==> config.mk <==
export PLATFORM = sky130hd
export DESIGN_NAME = kcmt_ctrl
export DESIGN_NICKNAME = d
export VERILOG_FILES = /design/src/kcmt_pkg.sv /design/src/kcmt_ctrl.sv
export SDC_FILE = /design/constraint.sdc
export NUM_CORES = 1
export LEC_CHECK = 0
export BUFFER_PORTS_ARGS = -buffer_cell sky130_fd_sc_hd__buf_2
export CORE_AREA = 3 3 107 109
export DETAILED_ROUTE_END_ITERATION = 6
export DIE_AREA = 0 0 110 112
export PLACE_DENSITY = 0.8
export SYNTH_ARGS = -nofsm -noshare
export SYNTH_HDL_FRONTEND = slang
export SYNTH_SLANG_ARGS = --single-unit
==> constraint.sdc <==
create_clock -name clk_i -period 2.7 [get_ports clk_i]
set_input_delay 0.54 -clock clk_i [delete_from_list [all_inputs] [get_ports clk_i]]
set_output_delay 0.54 -clock clk_i [all_outputs]
set_load 0.1 [all_outputs]
==> src/kcmt_pkg.sv <==
// Shared constants and types for the keyed choice memo table.
`default_nettype none

package kcmt_pkg;

  localparam int unsigned CAPACITY = 128;
  localparam int unsigned KeyW     = 64;
  localparam int unsigned ChoiceW  = 4;
  localparam int unsigned StatusW  = 2;

  localparam logic MODE_LOOKUP = 1'b0;
  localparam logic MODE_INSERT = 1'b1;

  localparam logic [StatusW-1:0] STATUS_NONE     = 2'd0;
  localparam logic [StatusW-1:0] STATUS_UPDATED  = 2'd1;
  localparam logic [StatusW-1:0] STATUS_APPENDED = 2'd2;
  localparam logic [StatusW-1:0] STATUS_DROPPED  = 2'd3;

  typedef struct packed {
    logic               hit;
    logic [ChoiceW-1:0] choice;
    logic [StatusW-1:0] status;
  } result_t;

endpackage

`default_nettype wire

==> src/kcmt_ctrl.sv <==
// Scan sequencer: streams entries out of the RAM, compares keys, writes back.
`default_nettype none

module kcmt_ctrl #(
  parameter int unsigned Capacity = kcmt_pkg::CAPACITY,
  localparam int unsigned IdxW  = (Capacity > 1) ? $clog2(Capacity) : 1,
  localparam int unsigned CntW  = $clog2(Capacity + 1),
  localparam int unsigned DataW = kcmt_pkg::KeyW + kcmt_pkg::ChoiceW
) (
  input  wire                            clk_i,
  input  wire                            rst_ni,
  input  wire                            in_valid_i,
  output logic                           in_ready_o,
  input  wire                            mode_i,
  input  wire  [kcmt_pkg::KeyW-1:0]      key_i,
  input  wire  [kcmt_pkg::ChoiceW-1:0]   choice_in_i,
  output logic                           res_valid_o,
  input  wire                            res_ready_i,
  output kcmt_pkg::result_t              res_o,
  output logic                           rd_en_o,
  output logic [IdxW-1:0]                rd_addr_o,
  input  wire  [DataW-1:0]               rd_data_i,
  output logic                           wr_en_o,
  output logic [IdxW-1:0]                wr_addr_o,
  output logic [DataW-1:0]               wr_data_o
);

  localparam logic [1:0] ST_IDLE = 2'd0;
  localparam logic [1:0] ST_SCAN = 2'd1;
  localparam logic [1:0] ST_DONE = 2'd2;

  logic [1:0]                     state_q, state_d;
  logic                           mode_q, mode_d;
  logic [kcmt_pkg::KeyW-1:0]      key_q, key_d;
  logic [kcmt_pkg::ChoiceW-1:0]   choice_q, choice_d;
  logic [CntW-1:0]                rd_idx_q, rd_idx_d;
  logic                           cmp_valid_q, cmp_valid_d;
  logic [IdxW-1:0]                cmp_idx_q, cmp_idx_d;
  logic [CntW-1:0]                fill_q, fill_d;
  kcmt_pkg::result_t              res_q, res_d;
  logic                           wr_q, wr_d;
  logic                           app_q, app_d;
  logic [IdxW-1:0]                wr_addr_q, wr_addr_d;

  logic                           full;
  logic                           accept;
  logic                           match;
  logic                           last;
  logic                           miss_mode;
  kcmt_pkg::result_t              miss_res;
  logic                           miss_app;
  logic [kcmt_pkg::KeyW-1:0]      rd_key;
  logic [kcmt_pkg::ChoiceW-1:0]   rd_choice;

  assign full       = (fill_q == CntW'(Capacity));
  assign in_ready_o = (state_q == ST_IDLE);
  assign accept     = in_valid_i && in_ready_o;

  assign rd_key    = rd_data_i[DataW-1:kcmt_pkg::ChoiceW];
  assign rd_choice = rd_data_i[kcmt_pkg::ChoiceW-1:0];

  // One read issued per cycle; data for the entry issued last cycle is compared now.
  assign rd_en_o   = (state_q == ST_SCAN) && (rd_idx_q != fill_q);
  assign rd_addr_o = rd_idx_q[IdxW-1:0];
  assign match     = cmp_valid_q && (rd_key == key_q);
  assign last      = cmp_valid_q && (rd_idx_q == fill_q);

  // Outcome when no stored key matches
  assign miss_mode = (state_q == ST_IDLE) ? mode_i : mode_q;
  always_comb begin
    miss_res.hit    = 1'b0;
    miss_res.choice = '0;
    miss_app        = 1'b0;
    priority if (miss_mode == kcmt_pkg::MODE_LOOKUP) begin
      miss_res.status = kcmt_pkg::STATUS_NONE;
    end else if (full) begin
      miss_res.status = kcmt_pkg::STATUS_DROPPED;
    end else begin
      miss_res.status = kcmt_pkg::STATUS_APPENDED;
      miss_app        = 1'b1;
    end
  end

  always_comb begin
    state_d     = state_q;
    mode_d      = mode_q;
    key_d       = key_q;
    choice_d    = choice_q;
    rd_idx_d    = rd_idx_q;
    cmp_valid_d = 1'b0;
    cmp_idx_d   = cmp_idx_q;
    fill_d      = fill_q;
    res_d       = res_q;
    wr_d        = wr_q;
    app_d       = app_q;
    wr_addr_d   = wr_addr_q;
    unique case (state_q)
      ST_IDLE: begin
        if (accept) begin
          mode_d   = mode_i;
          key_d    = key_i;
          choice_d = choice_in_i;
          rd_idx_d = '0;
          if (fill_q == '0) begin
            state_d   = ST_DONE;
            res_d     = miss_res;
            wr_d      = miss_app;
            app_d     = miss_app;
            wr_addr_d = fill_q[IdxW-1:0];
          end else begin
            state_d = ST_SCAN;
          end
        end
      end
      ST_SCAN: begin
        if (rd_en_o) begin
          rd_idx_d = rd_idx_q + CntW'(1);
        end
        cmp_valid_d = rd_en_o;
        cmp_idx_d   = rd_addr_o;
        priority if (match) begin
          state_d   = ST_DONE;
          app_d     = 1'b0;
          wr_addr_d = cmp_idx_q;
          if (mode_q == kcmt_pkg::MODE_LOOKUP) begin
            res_d.hit    = 1'b1;
            res_d.choice = rd_choice;
            res_d.status = kcmt_pkg::STATUS_NONE;
            wr_d         = 1'b0;
          end else begin
            res_d.hit    = 1'b0;
            res_d.choice = '0;
            res_d.status = kcmt_pkg::STATUS_UPDATED;
            wr_d         = 1'b1;
          end
        end else if (last) begin
          state_d     = ST_DONE;
          cmp_valid_d = 1'b0;
          res_d       = miss_res;
          wr_d        = miss_app;
          app_d       = miss_app;
          wr_addr_d   = fill_q[IdxW-1:0];
        end else begin
          state_d = ST_SCAN;
        end
      end
      ST_DONE: begin
        if (res_ready_i) begin
          state_d = ST_IDLE;
          if (app_q) begin
            fill_d = fill_q + CntW'(1);
          end
        end
      end
      default: begin
        state_d = ST_IDLE;
      end
    endcase
  end

  // Write-back happens as the result leaves, so the next scan sees it.
  assign wr_en_o     = (state_q == ST_DONE) && res_ready_i && wr_q;
  assign wr_addr_o   = wr_addr_q;
  assign wr_data_o   = {key_q, choice_q};
  assign res_valid_o = (state_q == ST_DONE);
  assign res_o       = res_q;

  always_ff @(posedge clk_i or negedge rst_ni) begin
    if (!rst_ni) begin
      state_q     <= ST_IDLE;
      cmp_valid_q <= 1'b0;
      fill_q      <= '0;
      wr_q        <= 1'b0;
      app_q       <= 1'b0;
    end else begin
      state_q     <= state_d;
      cmp_valid_q <= cmp_valid_d;
      fill_q      <= fill_d;
      wr_q        <= wr_d;
      app_q       <= app_d;
    end
  end

  always_ff @(posedge clk_i) begin
    mode_q    <= mode_d;
    key_q     <= key_d;
    choice_q  <= choice_d;
    rd_idx_q  <= rd_idx_d;
    cmp_idx_q <= cmp_idx_d;
    res_q     <= res_d;
    wr_addr_q <= wr_addr_d;
  end

endmodule

`default_nettype wire

==> results.json, run 1 <==
{
  "synth_cell_type_count": 33,
  "die_y_um": 112,
  "die-area_um2": 12300,
  "syn_avg_cell_area_um2": 13.6,
  "cts_max_path_buffers": 2,
  "grt_pass1_wl_um": 20500,
  "cellPowerDensity_nw_per_um2": 1220,
  "cts-root-buf": "clkbuf_8",
  "dr.pass1.iters": 4,
  "slew_viol_final": 0,
  "min_period_over_period_pct": 91.7,
  "cts_buffers": 9,
  "synth.largest_area_cell": "edfxtp_1",
  "globalRouteTotalUtil_pct": 22.4,
  "h-tree-depth": 3,
  "synth_nets": 507,
  "ant_nets": 0,
  "fin_crit_ns": 2.48,
  "first_iter_violations": 183,
  "final_cells": 749,
  "slowest_stage": "or3_1",
  "wl_per_cell_um": 18.1,
  "clock_skew_ns": 0.0150,
  "crit_top_cell": "nand4_1",
  "die_w_um": 110,
  "ios": 234,
  "netlist_area_um2": 4950,
  "seq_area_frac_synth_pct": 66.0,
  "vias": 3799,
  "path_cells": "xnor2_1 > buf_4 > nand4_1 > nor4_1 > nand4_1 > or3_1 > nor2_2 > and2_1",
  "min_path_type": "input port to asynchronous set/reset pin",
  "peakVddDrop_uv": 906,
  "num_antenna_cells": 0,
  "core_um2": 10700,
  "cp_max_fo": 5,
  "synth_top_area_share_pct": 59.4,
  "synthTopCellsByArea": "edfxtp_1 (59%), xnor2_1 (10%), dfrtp_1 (6.6%)",
  "drc_errors": 0,
  "max_cap_violations": 0,
  "cp-end-kind": "register",
  "required_ns": 2.94,
  "ys_seq_elements": 111,
  "worstMarginPinSlew_ns": 1.23,
  "maxSlewHeadroom_pct": 17.0,
  "outcome": "finished, final reports clean",
  "drive_gt1_share_pct": 44.5,
  "overflow": 0,
  "fmax_mhz": 404,
  "ys.warnings.count": 0,
  "tns_ns": 0,
  "cp-start-kind": "register",
  "grt_setup_unrepaired": "false",
  "clock-sinks": 111,
  "via_per_inst": 5.07,
  "finalHoldViolations": 0,
  "initial_core_util_pct": 46.3,
  "clk_latency_ns": 0.39,
  "cts_tree": "yes",
  "synth_cells": 363,
  "mostFrequentLayoutCells": "buf_2 (233), edfxtp_1 (98), xnor2_1 (58)",
  "port_buffers": 233,
  "path_clk_slew_ns": 0.10,
  "post_cts_resized": 0,
  "layout_commonest_cell": "buf_2",
  "max_stage_delay_ns": 0.46,
  "critPathKind": "register to register",
  "cts_hold_buf": 0,
  "grt_max_degree": 49,
  "area_delta_synth_final_pct": 31.4,
  "post_cts_buffers": 0,
  "antenna_found_initial": 0,
  "p_leak_nw": 2.71,
  "place_hpwl_um": 11100,
  "power_mw": 7.93,
  "rows": 38,
  "fin_nets": 748,
  "grt_pass1_vias": 4036,
  "placedCellCount": 733,
  "routed_wirelength_um": 13500,
  "setup_violations": 0,
  "crit_arrival_ns": 2.72,
  "routabilityCongestion": 0.859
}
-- through the flow --
step | setup WS [ns] | util, % | hold WS [ns] | area (um2)
3_5_place_dp | 0.0621 | 59.0 | 0.442 | 6310
2_1_floorplan | 0.00211 | - | 0.244 | 4970
5_1_grt | 0.0491 | 60.8 | 0.0270 | 6510
6_report | 0.224 | 60.8 | 0.0292 | 6510
4_1_cts | 0.206 | 60.8 | 0.00909 | 6510
3_3_place_gp | 0.114 | 59.0 | 0.437 | 6310
-- final cells by class --
| type | count | area, um2 |
|---|---|---|
| fillers | 872 | 4190 |
| flip-flops and latches | 111 | 3270 |
| multi-input cells | 221 | 1550 |
| repair buffers | 241 | 1240 |
| well taps | 140 | 175 |
| clock buffers | 10 | 128 |
| inverters | 20 | 82.6 |
| clock inverters | 6 | 67.6 |
-- power by group --
part	switching (mW)	internal, mW
clock	0.567	0.435
sequential	0.347	2.50
combinational	3.34	0.741
-- cell usage after synthesis --
cell type  number
ha_1            3
nor2_2          1
o21ai_0         8
mux2i_1         1
nand4_1        32
nor2b_1         1
o22ai_1         2
inv_1          20
nor3_1          5
buf_4           7
buf_6           1
nand3b_1        1
a222oi_1        1
or2b_1          1
xnor2_1        58
nand3_1        12
edfxtp_1       98
a21oi_1         2
nor4_2          1
nor2_1         18
xor2_1          7
nor3_2          1
clkbuf_1        3
mux2_2          8
and3_1          4
dfrtp_1        13
o2111ai_1       3
and2_1          5
nor4_1          5
nand2b_1       29
o221ai_1        1
or3_1           2
nand2_1         9
-- final timing paths --
kind                                          end          startpoint  slack (ns)  depth (start not counted)
setup / recovery           res_o[3]$_SDFFCE_PP0P_  key_q[7]$_DFFE_PP_        0.22                          8
hold / removal              fill_q[6]$_DFFE_PN0P_              rst_ni        0.03                          1
setup reg to reg           res_o[3]$_SDFFCE_PP0P_  key_q[7]$_DFFE_PP_        0.22                          8
hold reg to reg                 app_q$_DFFE_PN0P_   app_q$_DFFE_PN0P_        0.56                          1
max in group asynchronous   fill_q[1]$_DFFE_PN0P_              rst_ni        2.43                          1
min in group clk_i             key_q[0]$_DFFE_PP_            key_i[0]        0.32                          1
-- critical path, delay by kind of cell (launching register included) --
family                 cells  cell delay, ns
XOR/XNOR                   1            0.31
buffers and inverters      1            0.17
flip-flops                 1            0.42
AND/OR/NAND/NOR            6            1.44
-- per-layer routing --
metal | global-route usage, % | wire length [um] | part of all wire (%) | vias up
met2 | 40.6 | 7400 | 55 | 182
met4 | 6.82 | 308 | 2.3 | 0
met1 | 23.6 | 4670 | 34 | 1804
met3 | 8.29 | 1160 | 8.6 | 23
li1 | - | - | - | 1790
met5 | 0 | 0 | 0 | -
-- sequential cells by signal, indices dropped and copies added (netlist names) --
signal / flops
key_q: 64
fill_q: 8
rd_idx_q: 8
cmp_idx_q: 7
res_o: 7
wr_addr_o: 7
choice_q: 4
state_q: 2
app_q: 1
cmp_valid_q: 1
mode_q: 1
wr_q: 1
-- kinds of logic (layout without fill, tap and decap cells) --
group,count (synthesis),count (layout),synth area share [%]
AOI/OAI and AO/OA,17,17,2.17
xor gates and xnor gates,65,65,11.5
buffers and inverters,31,277,3.03
muxes,9,9,2.02
and+or+nand+nor,127,127,14.5
DFF,111,111,66.0
adders and majority gates,3,3,0.758
(Power assumes the default switching activity.)
==> run 2: changes to the inputs <==
PLACE_DENSITY = not set   (was 0.8)
PLACE_DENSITY_LB_ADDON = 0.15   (was not set)
==> run 2 against run 1 <==
Effect of this change:
- die area unchanged
- via count decreased by 1.6%
- worst setup slack improved by 0.014 ns
- critical path type is now register to primary output
- register-to-register slack improved by 0.04 ns
- fmax is 0.58% higher
- count of clock-buffer cells in the layout decreased by 1
- power is 0.13% lower
- routed wire length fell by 3.2%
- sequential power hardly changed
- cell count grew 0.13%
- sequential share of layout area down 0.14 points
==> results.json, run 2 (synthesis results as in run 1) <==
{
  "fin_nets": 749,
  "largest_reg_flops": 64,
  "fin_crit_ns": 2.46,
  "tns_ns": 0,
  "min_path_type": "input port to register",
  "drive_gt1_share_pct": 44.6,
  "setup_violations": 0,
  "initial_core_util_pct": 46.3,
  "grt_max_degree": 35,
  "dr.pass1.iters": 4,
  "routed_wirelength_um": 13100,
  "top_regs": "key_q: 64 flops, fill_q: 8 flops, rd_idx_q: 8 flops",
  "cts_max_path_buffers": 2,
  "layout_commonest_cell": "buf_2",
  "rows": 38,
  "cts-root-buf": "clkbuf_8",
  "worstMarginPinSlew_ns": 1.17,
  "place_hpwl_um": 10900,
  "port_buffers": 233,
  "peakVddDrop_uv": 893,
  "slew_viol_final": 0,
  "core_um2": 10700,
  "vias": 3739,
  "grt_pass1_vias": 3986,
  "cellPowerDensity_nw_per_um2": 1210,
  "min_period_over_period_pct": 91.2,
  "die_w_um": 110,
  "ios": 234,
  "crit_arrival_ns": 1.92,
  "h-tree-depth": 3,
  "globalRouteTotalUtil_pct": 22.1,
  "clk_latency_ns": 0.38,
  "cp-start-kind": "register",
  "routabilityCongestion": 0.885,
  "cp-end-kind": "primary output",
  "p_leak_nw": 2.72,
  "drc_errors": 0,
  "max_stage_delay_ns": 0.45,
  "cts_buffers": 9,
  "fmax_mhz": 406,
  "critPathKind": "register to primary output",
  "cp_max_fo": 13,
  "first_iter_violations": 210,
  "mostFrequentLayoutCells": "buf_2 (233), edfxtp_1 (98), xnor2_1 (58)",
  "post_cts_buffers": 0,
  "die-area_um2": 12300,
  "grt_pass1_wl_um": 20200,
  "path_cells": "nand2b_1 > nor2_1 > buf_2",
  "ant_nets": 0,
  "die_y_um": 112,
  "cts_tree": "yes",
  "clock_skew_ns": 0.00804,
  "clock-sinks": 111,
  "grt_setup_unrepaired": "false",
  "antenna_found_initial": 1,
  "wl_per_cell_um": 17.5,
  "power_mw": 7.92,
  "area_delta_synth_final_pct": 31.8,
  "reg2reg_slack_ns": 0.26,
  "maxSlewHeadroom_pct": 21.2,
  "via_per_inst": 4.99,
  "overflow": 0,
  "cts_hold_buf": 1,
  "post_cts_resized": 0,
  "slowest_stage": "buf_2",
  "max_cap_violations": 0,
  "required_ns": 2.16,
  "num_antenna_cells": 0,
  "outcome": "finished, final reports clean",
  "path_clk_slew_ns": 0.10,
  "finalHoldViolations": 0,
  "regMostFlops": "key_q"
}
==> run 2: cell types whose count changed in the layout (fill, tap and decap cells not counted) <==
cell	previous run	this run
clkbuf_1	1	0
clkinv_4	0	2
clkinvlp_4	4	3
dlygate4sd3_1	0	1
inv_6	2	1
inv_8	0	1
o21ai_0	7	8
o21ai_1	1	0
==> run 2: final timing paths <==
check,start,endpoint,cells past startpoint
max,state_q[1]$_DFFE_PN0P_,rd_en_o,3
min,key_i[43],key_q[43]$_DFFE_PP_,1
max reg2reg,key_q[20]$_DFFE_PP_,res_o[3]$_SDFFCE_PP0P_,7
min reg2reg,wr_q$_DFFE_PN0P_,wr_q$_DFFE_PN0P_,1
max in group asynchronous,rst_ni,cmp_valid_q$_DFF_PN0_,2
min in group asynchronous,rst_ni,fill_q[2]$_DFFE_PN0P_,2
==> run 2: report_power, final <==
| part | switching [mW] | internal [mW] | leakage (nW) |
|---|---|---|---|
| Combinational | 3.31 | 0.744 | 1.52 |
| Sequential | 0.339 | 2.50 | 1.10 |
| Clock | 0.578 | 0.440 | 0.102 |
==> run 2: layout make-up <==
type / count / area [um2]
Sequential cell: 111 / 3270
Inverter: 20 / 82.6
Tap cell: 140 / 175
Clock inverter: 7 / 80.1
Clock buffer: 9 / 124
Multi-Input combinational cell: 221 / 1550
Fill cell: 898 / 4170
Timing Repair Buffer: 242 / 1250
==> run 2: layer usage <==
metal  vias up  global-route usage [%]  part of all wire, %
met3        25                    8.35                  8.0
met2       149                    39.3                   55
met4         2                    7.90                  2.3
met5         -                       0                0.053
met1      1774                    23.6                   35
li1       1789                       -                    -
==> run 2: stage by stage <==
step                      utilization, %  setup WS, ns  cell area (um2)  hold WS, ns  cells
after floorplan                        -       0.00211             4970        0.244    363
after CTS                           61.0         0.214             6530        0.288    750
final                               61.0         0.238             6530        0.321    750
after global placement              59.0        0.0927             6310        0.436    733
after global routing                61.0        0.0784             6530        0.285    750
after detailed placement            59.0        0.0331             6310        0.441    733
==> run 2: critical path: cells and delay by family, from the launching register on <==
family                 cells  cell delay [ns]
AND/OR/NAND/NOR            2             0.64
buffers and inverters      1             0.45
flip-flops                 1             0.44
