### config.mk
export PLATFORM = sky130hd
export DESIGN_NAME = kcmt_ram
export DESIGN_NICKNAME = d
export VERILOG_FILES = /design/src/kcmt_ram.sv
export SDC_FILE = /design/constraint.sdc
export NUM_CORES = 1
export LEC_CHECK = 0
export ABC_CLOCK_PERIOD_IN_PS = 2050
export BUFFER_PORTS_ARGS = -buffer_cell sky130_fd_sc_hd__buf_2
export CAP_MARGIN = 25
export CELL_PAD_IN_SITES_DETAIL_PLACEMENT = 0
export CELL_PAD_IN_SITES_GLOBAL_PLACEMENT = 1
export CORE_UTILIZATION = 46
export DETAILED_ROUTE_END_ITERATION = 8
export PLACE_DENSITY_LB_ADDON = 0.1
export SYNTH_ARGS = -nofsm -noshare
export SYNTH_HDL_FRONTEND = slang
export SYNTH_SLANG_ARGS = --single-unit
### constraint.sdc
create_clock -name clk_i -period 2.05 [get_ports clk_i]
set_input_delay 0.41 -clock clk_i [delete_from_list [all_inputs] [get_ports clk_i]]
set_output_delay 0.41 -clock clk_i [all_outputs]
set_load 0.01 [all_outputs]
### src/kcmt_ram.sv
// Generic simple dual-port RAM with registered read.
`default_nettype none

module kcmt_ram #(
  parameter int unsigned Width = 8,
  parameter int unsigned Depth = 16,
  localparam int unsigned AddrW = (Depth > 1) ? $clog2(Depth) : 1
) (
  input  wire              clk_i,
  input  wire              wr_en_i,
  input  wire  [AddrW-1:0] wr_addr_i,
  input  wire  [Width-1:0] wr_data_i,
  input  wire              rd_en_i,
  input  wire  [AddrW-1:0] rd_addr_i,
  output logic [Width-1:0] rd_data_o
);

  logic [Width-1:0] mem_q [Depth];
  logic [Width-1:0] rd_data_q;

  always_ff @(posedge clk_i) begin
    if (wr_en_i) begin
      mem_q[wr_addr_i] <= wr_data_i;
    end
    if (rd_en_i) begin
      rd_data_q <= mem_q[rd_addr_i];
    end
  end

  assign rd_data_o = rd_data_q;

endmodule

`default_nettype wire

==> key figures, run 1 <==
Setup path
  • Register-to-register setup slack: roughly 0.57 ns
  • Stages on the worst setup path: 5
  • Cell-by-cell listing of the critical path: buf_2, buf_4, mux4_1, a22oi_1, nand2_1
  • Cell class contributing the biggest share of worst-path delay: multiplexers
  • Launch point of the worst reg-to-reg path: mem_q[1][2]
  • Total buffers and inverters traversed by the critical path: 2
  • Critical Path Start: rd_addr_i[0]
  • Peak per-stage delay on the critical path: approximately 0.58 ns
  • Depth of the worst register-to-register path: 3
  • Path type of the worst setup path: in -> reg
  • Worst endpoint data arrival time: approximately 1.7 ns
  • Startpoint class of the critical path: input pin
  • Slowest cell on crit path: mux4_1
  • Critical path capture point type: register
  • Maximum fanout count along the critical path: 12
  • Data required time at the worst endpoint: ~2.2 ns

Yosys
  • Synthesized net count: about 250
  • Post-synthesis cell type count: 18
  • Cell taking the most area after synthesis: edfxtp_1
  • Post-synthesis register bit count: between 100 and 150
  • Synthesized instance count: between 200 and 250
  • Sequential cell area fraction in the yosys report: between 70% and 80%
  • Top cells by area, synth: edfxtp_1 78%, mux4_2 7.8%, mux4_1 7.0%, a22oi_1 2.3%, nor2_1 0.93%
  • Yosys warns: 0
  • Share of Yosys cell area claimed by the top area cell type: slightly below 80%
  • Average instance area after synthesis: 22.8 um2
  • Synthesized cell area: between 5000 and 6000 um2

Finish
  • Total non-filler cell area in the finished layout: 6310 um2
  • Final Core Density: 57.7%
  • Most common cell after layout, fill and taps aside: edfxtp_1
  • Net count, final: approximately 300
  • Layout overhead on the synthesized area: 20.7%
  • Fill cell instance count of the final layout: 835
  • Commonest cells after routing, fill and taps aside: 136 x edfxtp_1, 26 x buf_2, 19 x buf_4, 18 x mux4_2, 17 x clkbuf_16
  • Layout cells sized above 1: between 30% and 40%
  • Antenna Diode Count: 0

STA
  • Post-route fraction of the period consumed by the critical path: around three quarters
  • Final Hold Violating Endpoints: 0
  • Max Fclk: ~640 MHz
  • Skew final: around 0.0085 ns
  • Worst hold margin: 0.379 ns
  • Final critical delay including setup and external delays: around 1.6 ns
  • Unrepaired setup endpoints after global routing: false
  • Post-Route Setup TNS: 0 ns
  • Worst relative slew slack: 72.8%
  • Actual transition at the worst max-transition pin: 0.408 ns
  • Final setup violation count: 0
  • Final Slew Violations: 0

Worst hold path
  • Hold path startpoint: rd_en_i
  • Path type of the worst min-delay path: in -> reg
  • Worst hold stages: 1

Detailed routing
  • Wire length after detailed routing: 9.74 mm
  • Via count: around 2400
  • DR vias/cell: 5.54
  • TritonRoute pass-1 iters: 4
  • Routed Antenna Nets: 0
  • Post-route DRC violation count: 0
  • DRC marker count from the first detailed-route iteration: roughly 110
  • Detailed-route wire length per cell: approximately 22 um

Floorplanning
  • Vertical die dimension: roughly 110 um
  • Horizontal extent of the die: roughly 110 um
  • Area of the die: 11800 um2
  • Number of placement rows: 38
  • Starting density of the core: 47.8%
  • I/O pin count: 27
  • Floorplan Core Area: approximately 11000 um2

Global route
  • Initial antenna violation count: 0
  • Total routing resource utilization after global routing: a little under a fifth
  • Most utilized layer in the global route result: met2
  • Met3 global-route usage: 4.58%
  • Wire length of the first global-routing pass: roughly 15 mm
  • Leftover overflow at the end of global routing: 0
  • Number of global-route vias before repair: approximately 2500
  • Largest net degree at the start of global routing: 33
  • Global-route track usage on met1: about a quarter
  • Met2 Use GR: roughly 29%

Status
  • Run status: complete, no violations

CTS
  • Clock insertion delay at the later pin of the skew report: about 0.41 ns
  • Resize count post-CTS: 0
  • Hold_buf cts: 0
  • CTS tree: yes
  • Setup Buffers After CTS: 0
  • Clock sink total: ~140
  • Worst-case clock buffer depth: 2
  • Buffer cell driving the clock tree root: clkbuf_16
  • H-Tree Level Count: 4
  • Num CTS Buffers: 17
  • Clock transition time at the flip-flop clock pins of the worst setup and hold paths: roughly 0.060 ns

Power
  • Peak VDD IR: between 500 and 600 uV
  • Leakage power: approximately 0.0022 uW
  • Switching Fraction: 18.2%
  • Share of total power in sequential cells: 45.6%
  • Clock group share of total power: 50.2%
  • Comb pwr share: ~4.2%
  • Power density relative to cell area: between 1000 and 1500 nW/um2
  • Internal portion of total power: approximately 5700 uW
  • Total net switching power: between 1000 and 1500 uW

Placement
  • Quantity of I/O buffers inserted on ports: 26
  • Placed standard-cell area: 5630 um2
  • HPWL Detailed: 6.23 mm
  • Final weighted congestion in routability-driven placement: approximately 0.69

Job
  • Maximum capacitance violations: 0
==> registers in the layout (all words and copies together) (netlist names) <==
| signal | cells |
|---|---|
| rd_data_o | 8 |
| mem_q | 128 |
==> power by group through the flow <==
stage          sequential [uW]  clock (uW)  combinational [uW]
2_1_floorplan             3210           0                 158
3_3_place_gp              3210           0                 294
3_5_place_dp              3210           0                 299
4_1_cts                   3150        3510                 298
5_1_grt                   3160        3630                 318
6_report                  3150        3470                 290
==> logic make-up (layout without fill, tap and decap cells) <==
| logic type | after synthesis | after routing | share of synthesized area [%] |
|---|---|---|---|
| DFF | 136 | 136 | 78.1 |
| buffers and inverters | 10 | 79 | 1.65 |
| AOI/OAI and AO/OA | 16 | 16 | 2.30 |
| muxes | 32 | 32 | 14.8 |
| and+or+nand+nor | 35 | 35 | 3.14 |
==> layer usage <==
layer | vias to the layer above | part of all wire (%)
met5 | - | 0
met4 | 0 | 1.2
met3 | 13 | 5.2
met2 | 67 | 49
met1 | 1255 | 44
li1 | 1093 | -
==> synth_stat cells, drive strengths merged <==
library cell   instances
nand3b                 2
or3b                   1
nor2                  13
a22oi                 16
buf                    7
nand3                  1
nand2b                 2
nor3                   4
nor2b                  1
and2b                  1
clkdlybuf4s25          3
edfxtp               136
nand2                  9
and2                   1
mux4                  32
==> path summary, 6_finish.rpt <==
kind	endpoint
worst max-delay path	rd_data_o[2]
worst min-delay path	rd_data_o[4]
worst min register to register	rd_data_o[6]
worst max register to register	rd_data_o[2]
==> layout make-up <==
cell class | instances | area (um2) | share of cell area (%)
multi-input combinational | 83 | 1060 | 16.8
clock buffer | 18 | 429 | 6.80
clock inverter | 14 | 253 | 4.00
timing repair buffer | 47 | 313 | 4.96
tap | 140 | 175 | 2.78
sequential | 136 | 4080 | 64.7
==> metrics by stage <==
step                      std cells  setup slack [ns]  power, uW
final                           438             0.499       6910
after global routing            438             0.455       7100
after CTS                       438             0.484       6960
after detailed placement        406            0.0411       3510
after global placement          406            0.0530       3500
after floorplan                 229             0.147       3370
No activity file was read; power rests on OpenSTA's default activity.
==> run 2: changes to the inputs <==
Settings changed: ABC_CLOCK_PERIOD_IN_PS 2050 to 1300.
Clock period 2.05 ns to 1.3 ns, I/O delays scaled along.
==> key figures, run 2 (synthesized netlist as in run 1, its figures left out) <==
Status
  • Run status: finished with violations
  • Failing checks: setup timing

Setup path
  • Peak per-stage delay on the critical path: 0.49 ns (-0.09 ns)
  • Worst endpoint data arrival time: 1.55 ns (-0.15 ns)
  • Slowest cell on crit path: mux4_2
  • Data required time at the worst endpoint: 1.45 ns (-0.75 ns)
  • Critical Path Start: mem_q[3][7]
  • Critical path capture point type: register
  • Maximum fanout count along the critical path: 1 (-11)
  • Path type of the worst setup path: reg -> reg
  • Launch point of the worst reg-to-reg path: mem_q[3][7]
  • Cell-by-cell listing of the critical path: mux4_2, a22oi_2, nand2_1
  • Startpoint class of the critical path: register

Finish
  • Net count, final: 312 (+2.6%)
  • Final Core Density: 58.7% (+0.96 points)
  • Most common cell after layout, fill and taps aside: edfxtp_1
  • Commonest cells after routing, fill and taps aside: 136 x edfxtp_1, 31 x mux4_2, 26 x buf_2, 19 x buf_4, 17 x clkbuf_16
  • Fill cell instance count of the final layout: 812 (-2.8%)
  • Number of flip-flops in the largest register: 128 (unchanged)
  • Layout cells sized above 1: 41.5% (+9.3 points)
  • Final std cells w/o fill: 447 (+2.1%)
  • Layout overhead on the synthesized area: 22.7%
  • Largest register by flop count: mem_q

Global route
  • Total routing resource utilization after global routing: 18.3% (-0.58 points)
  • Wire length of the first global-routing pass: 14.6 mm (-0.98%)
  • Largest net degree at the start of global routing: 22 (-33%)
  • Initial antenna violation count: 1 (+1)
  • Number of global-route vias before repair: 2610 (+2.6%)
  • Leftover overflow at the end of global routing: 0 (unchanged)

Power
  • Power density relative to cell area: 1620 nW/um2 (+48%)
  • Peak VDD IR: 933 uV (+72%)
  • Leakage power: 0.00215 uW (-0.53%)

CTS
  • Clock insertion delay at the later pin of the skew report: 0.40 ns (about the same)
  • Buffer cell driving the clock tree root: clkbuf_16
  • Num CTS Buffers: 17 (unchanged)
  • Clock sink total: 136 (unchanged)
  • Worst-case clock buffer depth: 2 (unchanged)
  • Clock transition time at the flip-flop clock pins of the worst setup and hold paths: 0.06 ns (about the same)
  • CTS tree: yes
  • H-Tree Level Count: 4 (unchanged)
  • Hold_buf cts: 0 (unchanged)

Detailed routing
  • DR vias/cell: 5.40 (-2.5%)
  • Wire length after detailed routing: 9.42 mm (-3.3%)
  • Post-route DRC violation count: 0 (unchanged)
  • Routed Antenna Nets: 0 (unchanged)
  • TritonRoute pass-1 iters: 4 (unchanged)
  • Via count: 2416 (-0.49%)
  • Detailed-route wire length per cell: 21.1 um (-5.2%)
  • DRC marker count from the first detailed-route iteration: 159 (+41%)

Placement
  • Final weighted congestion in routability-driven placement: 0.690 (-0.27%)
  • HPWL Detailed: 6.40 mm (+2.7%)
  • Cells after DPL: 414 (+2.0%)
  • Quantity of I/O buffers inserted on ports: 26 (unchanged)
  • Pre-CTS setup slack: -0.501 ns (-0.543 ns)

Worst hold path
  • Hold path startpoint: rd_en_i
  • Path type of the worst min-delay path: in -> reg

STA
  • Final Hold Violating Endpoints: 0 (unchanged)
  • Final setup violation count: 8 (+8)
  • Skew final: 0.00783 ns (-0.000694 ns)
  • Post-route fraction of the period consumed by the critical path: 107%
  • Unrepaired setup endpoints after global routing: true
  • Final critical delay including setup and external delays: 1.40 ns
  • Final worst slack: -0.0965 ns (-0.595 ns)
  • Final Slew Violations: 0 (unchanged)
  • Max Fclk: 716 MHz
  • Worst relative slew slack: 41.6% (-31 points)
  • Actual transition at the worst max-transition pin: 0.874 ns (+0.466 ns)

Floorplanning
  • Horizontal extent of the die: 109 um (unchanged)
  • I/O pin count: 27 (unchanged)
  • Vertical die dimension: 109 um (unchanged)
  • Floorplan Core Area: 10900 um2 (unchanged)
  • Area of the die: 11800 um2 (unchanged)
  • Starting density of the core: 47.8% (unchanged)
  • Number of placement rows: 38 (unchanged)

Job
  • Maximum capacitance violations: 0 (unchanged)
==> run 2: changes by cell type in the layout (fill, tap and decap cells not counted), sizes merged <==
| cell | delta |
|---|---|
| buf | +8 |
| bufinv | -3 |
| clkbuf | +1 |
| clkinv | +2 |
| diode | +1 |
==> run 2: final timing paths <==
check | slack (ns) | depth (start not counted) | end
hold reg to reg | 0.75 | 3 | rd_data_o[6]
setup / recovery | -0.1 | 3 | rd_data_o[7]
setup reg to reg | -0.1 | 3 | rd_data_o[7]
hold / removal | 0.24 | 1 | rd_data_o[2]
==> run 2: power breakdown <==
part / switching (uW) / total (uW) / internal (uW)
logic: 277 / 522 / 244
registers: 26.9 / 4970 / 4940
clock network: 1680 / 4870 / 3190
==> run 2: metrics by stage <==
step	total power [uW]	area [um2]	hold WS [ns]	setup TNS, ns
after detailed placement	5580	5780	0.646	-13.45
after global placement	5580	5780	0.642	-12.77
final	10400	6420	0.236	-0.619
after global routing	10700	6410	0.223	-1.13
after floorplan	5340	5250	0.359	-1.78
after CTS	10400	6400	0.224	-0.754
==> run 2: layer usage <==
layer  vias up  part of all wire [%]  track usage [%]
met5         -                     0                0
met4         0                  0.40             5.02
met3         2                   4.1             6.15
met2        58                    52             30.5
met1      1257                    44             23.0
li1       1099                     -                -
==> run 2: final cells by class <==
| class | count | area, um2 | share of cell area, % |
|---|---|---|---|
| antenna | 1 | 2.50 | 0.0390 |
| timing repair buffer | 55 | 473 | 7.37 |
| clock buffer | 19 | 433 | 6.75 |
| clock inverter | 13 | 179 | 2.79 |
| tap | 140 | 175 | 2.73 |
| sequential | 136 | 4080 | 63.7 |
| multi-input combinational | 83 | 1070 | 16.7 |
==> run 2: repair_timing <==
item                                    4_1_cts  5_1_grt
gates resized for setup                       3        2
endpoints found under the setup margin        8        8
hold endpoints to repair                      0        0
pin swaps                                     2        3
buffers inserted                              0        0
==> run 2: critical path, delay by kind of cell, from the launching register on <==
kind	cells	cell delay, ns
muxes	1	0.49
DFF	1	0.38
AOI/OAI and AO/OA	1	0.21
and+or+nand+nor	1	0.07
==> run 3: changes to the inputs <==
Settings changed: CORE_UTILIZATION 46 to 48.
==> key figures, run 3 (synthesized netlist as in run 1, its figures left out) <==
Detailed routing
  • Met3 routed wirelength: 697 um (+82%)
  • M1 wire length: 4.12 mm (+0.44%)
  • Total met2 wirelength after detailed routing: 4.81 mm (-1.8%)
  • DRC marker count from the first detailed-route iteration: 112 (-30%)
  • Wire length after detailed routing: 9.86 mm (+4.6%)
  • Post-route DRC violation count: 0 (unchanged)
  • Detailed-route wire length per cell: 22.3 um (+5.6%)
  • TritonRoute pass-1 iters: 4 (unchanged)
  • Via count: 2478 (+2.6%)
  • DR vias/cell: 5.59 (+3.5%)
  • Top layer reached by signal wires: met4
  • Routed Antenna Nets: 0 (unchanged)

Placement
  • Quantity of I/O buffers inserted on ports: 26 (unchanged)
  • HPWL Detailed: 6.37 mm (-0.45%)
  • Pre-CTS setup slack: -0.594 ns (-0.0930 ns)
  • Final weighted congestion in routability-driven placement: 0.720 (+4.3%)

CTS
  • Clock sink total: 136 (unchanged)
  • Hold_buf cts: 0 (unchanged)
  • Num CTS Buffers: 17 (unchanged)
  • Buffer cell driving the clock tree root: clkbuf_8
  • Worst-case clock buffer depth: 2 (unchanged)
  • CTS tree: yes
  • Clock transition time at the flip-flop clock pins of the worst setup and hold paths: 0.06 ns (about the same)
  • Clock insertion delay at the later pin of the skew report: 0.52 ns (+0.12 ns)
  • H-Tree Level Count: 4 (unchanged)
  • Setup Buffers After CTS: 0 (unchanged)

Setup path
  • Worst endpoint data arrival time: 1.67 ns (+0.12 ns)
  • Path type of the worst setup path: reg -> reg
  • Critical path capture point type: register
  • Maximum fanout count along the critical path: 1 (unchanged)
  • Data required time at the worst endpoint: 1.57 ns (+0.12 ns)
  • Startpoint class of the critical path: register

Power
  • Power density relative to cell area: 1620 nW/um2 (about the same)
  • Overall Power: 10400 uW (+0.47%)
  • Peak VDD IR: 904 uV (-3.0%)
  • Leakage power: 0.00215 uW (+0.17%)

Global route
  • Largest net degree at the start of global routing: 18 (-18%)
  • Number of global-route vias before repair: 2600 (-0.38%)
  • Leftover overflow at the end of global routing: 0 (unchanged)
  • Total routing resource utilization after global routing: 19.9% (+1.6 points)
  • Initial antenna violation count: 0 (-1)
  • Wire length of the first global-routing pass: 15.2 mm (+3.8%)

STA
  • Skew final: 0.00552 ns (-0.00230 ns)
  • Unrepaired setup endpoints after global routing: true
  • Max Fclk: 714 MHz (-0.25%)
  • Worst hold margin: 0.115 ns (-0.121 ns)
  • Final Slew Violations: 0 (unchanged)
  • Final setup violation count: 13 (+5)
  • Post-route fraction of the period consumed by the critical path: 108% (+0.26 points)
  • Final critical delay including setup and external delays: 1.40 ns (+0.00344 ns)
  • Worst relative slew slack: 38.2% (-3.5 points)
  • Actual transition at the worst max-transition pin: 0.924 ns (+0.0502 ns)
  • Final Hold Violating Endpoints: 0 (unchanged)
  • Final worst slack: -0.0999 ns (-0.00344 ns)

Floorplanning
  • Vertical die dimension: 106 um (-2.1%)
  • I/O pin count: 27 (unchanged)
  • Starting density of the core: 50.0% (+2.2 points)
  • Area of the die: 11300 um2 (-4.1%)
  • Horizontal extent of the die: 106 um (-2.1%)
  • Number of placement rows: 37 (-2.6%)
  • Floorplan Core Area: 10500 um2 (-4.3%)

Job
  • Maximum capacitance violations: 0 (unchanged)

Finish
  • Commonest cells after routing, fill and taps aside: 136 x edfxtp_1, 32 x mux4_2, 25 x buf_2, 21 x buf_4, 16 x clkbuf_16
  • Fill cell instance count of the final layout: 754 (-7.1%)
  • Layout overhead on the synthesized area: 23.3%
  • Most common cell after layout, fill and taps aside: edfxtp_1
  • Layout cells sized above 1: 45.6% (+4.1 points)
  • Largest register by flop count: mem_q
  • Number of flip-flops in the largest register: 128 (unchanged)
  • Antenna Diode Count: 0 (-1)
  • Final Core Density: 61.6% (+2.9 points)
  • Net count, final: 313 (+0.32%)

Status
  • Run status: finished with violations
  • Failing checks: setup timing

Worst hold path
  • Path type of the worst min-delay path: in -> reg
==> run 3: cell types whose count changed in the layout (fill, tap and decap cells not counted), moves of 2 or more <==
cell	before	now
a22oi_1	11	4
a22oi_2	5	12
buf_4	19	21
clkbuf_1	2	0
clkinv_1	2	0
inv_6	0	2
==> run 3: critical path, cell delays in order, from the launching register on <==
cell      delay (ns)
edfxtp_1        0.38
mux4_2          0.48
a22oi_2         0.22
nand2_1         0.07
==> run 3: stage by stage <==
step,area (um2),std cells,TNS [ns]
floorplan,5250,229,-1.78
global route,6440,443,-1.46
finish,6440,443,-0.679
detailed placement,5770,411,-12.97
CTS,6430,443,-1.01
global placement,5770,411,-12.61
==> run 3: cell type report <==
class                   count  area, um2  area share (%)
well taps                 136        170            2.64
repair buffers             56        474            7.36
flip-flops and latches    136       4080            63.4
clock inverters            15        201            3.13
clock buffers              17        414            6.43
multi-input cells          83       1100            17.1
==> run 3: where the power goes <==
part | switching [uW] | total (uW) | internal (uW)
Clock | 1780 | 4900 | 3120
Combinational | 293 | 546 | 253
Sequential | 26.1 | 4970 | 4940
==> run 3: path summary, 6_finish.rpt <==
check | startpoint | end | slack, ns | cells past startpoint
worst max-delay path | mem_q[11][5] | rd_data_o[5] | -0.1 | 3
worst min-delay path | wr_data_i[2] | mem_q[10][2] | 0.11 | 1
worst max register to register | mem_q[11][5] | rd_data_o[5] | -0.1 | 3
worst min register to register | mem_q[15][3] | rd_data_o[3] | 0.76 | 3
==> run 3: what timing repair did <==
item / CTS / global route
gates cloned: 0 / 0
resized for setup: 11 / 3
setup endpoints to repair: 16 / 16
pin swaps: 1 / 2
==> run 3: layer usage <==
| metal | vias up | track usage [%] |
|---|---|---|
| met1 | 1277 | 26.3 |
| li1 | 1100 | - |
| met5 | - | 0 |
| met2 | 82 | 30.0 |
| met3 | 19 | 6.68 |
| met4 | 0 | 9.13 |
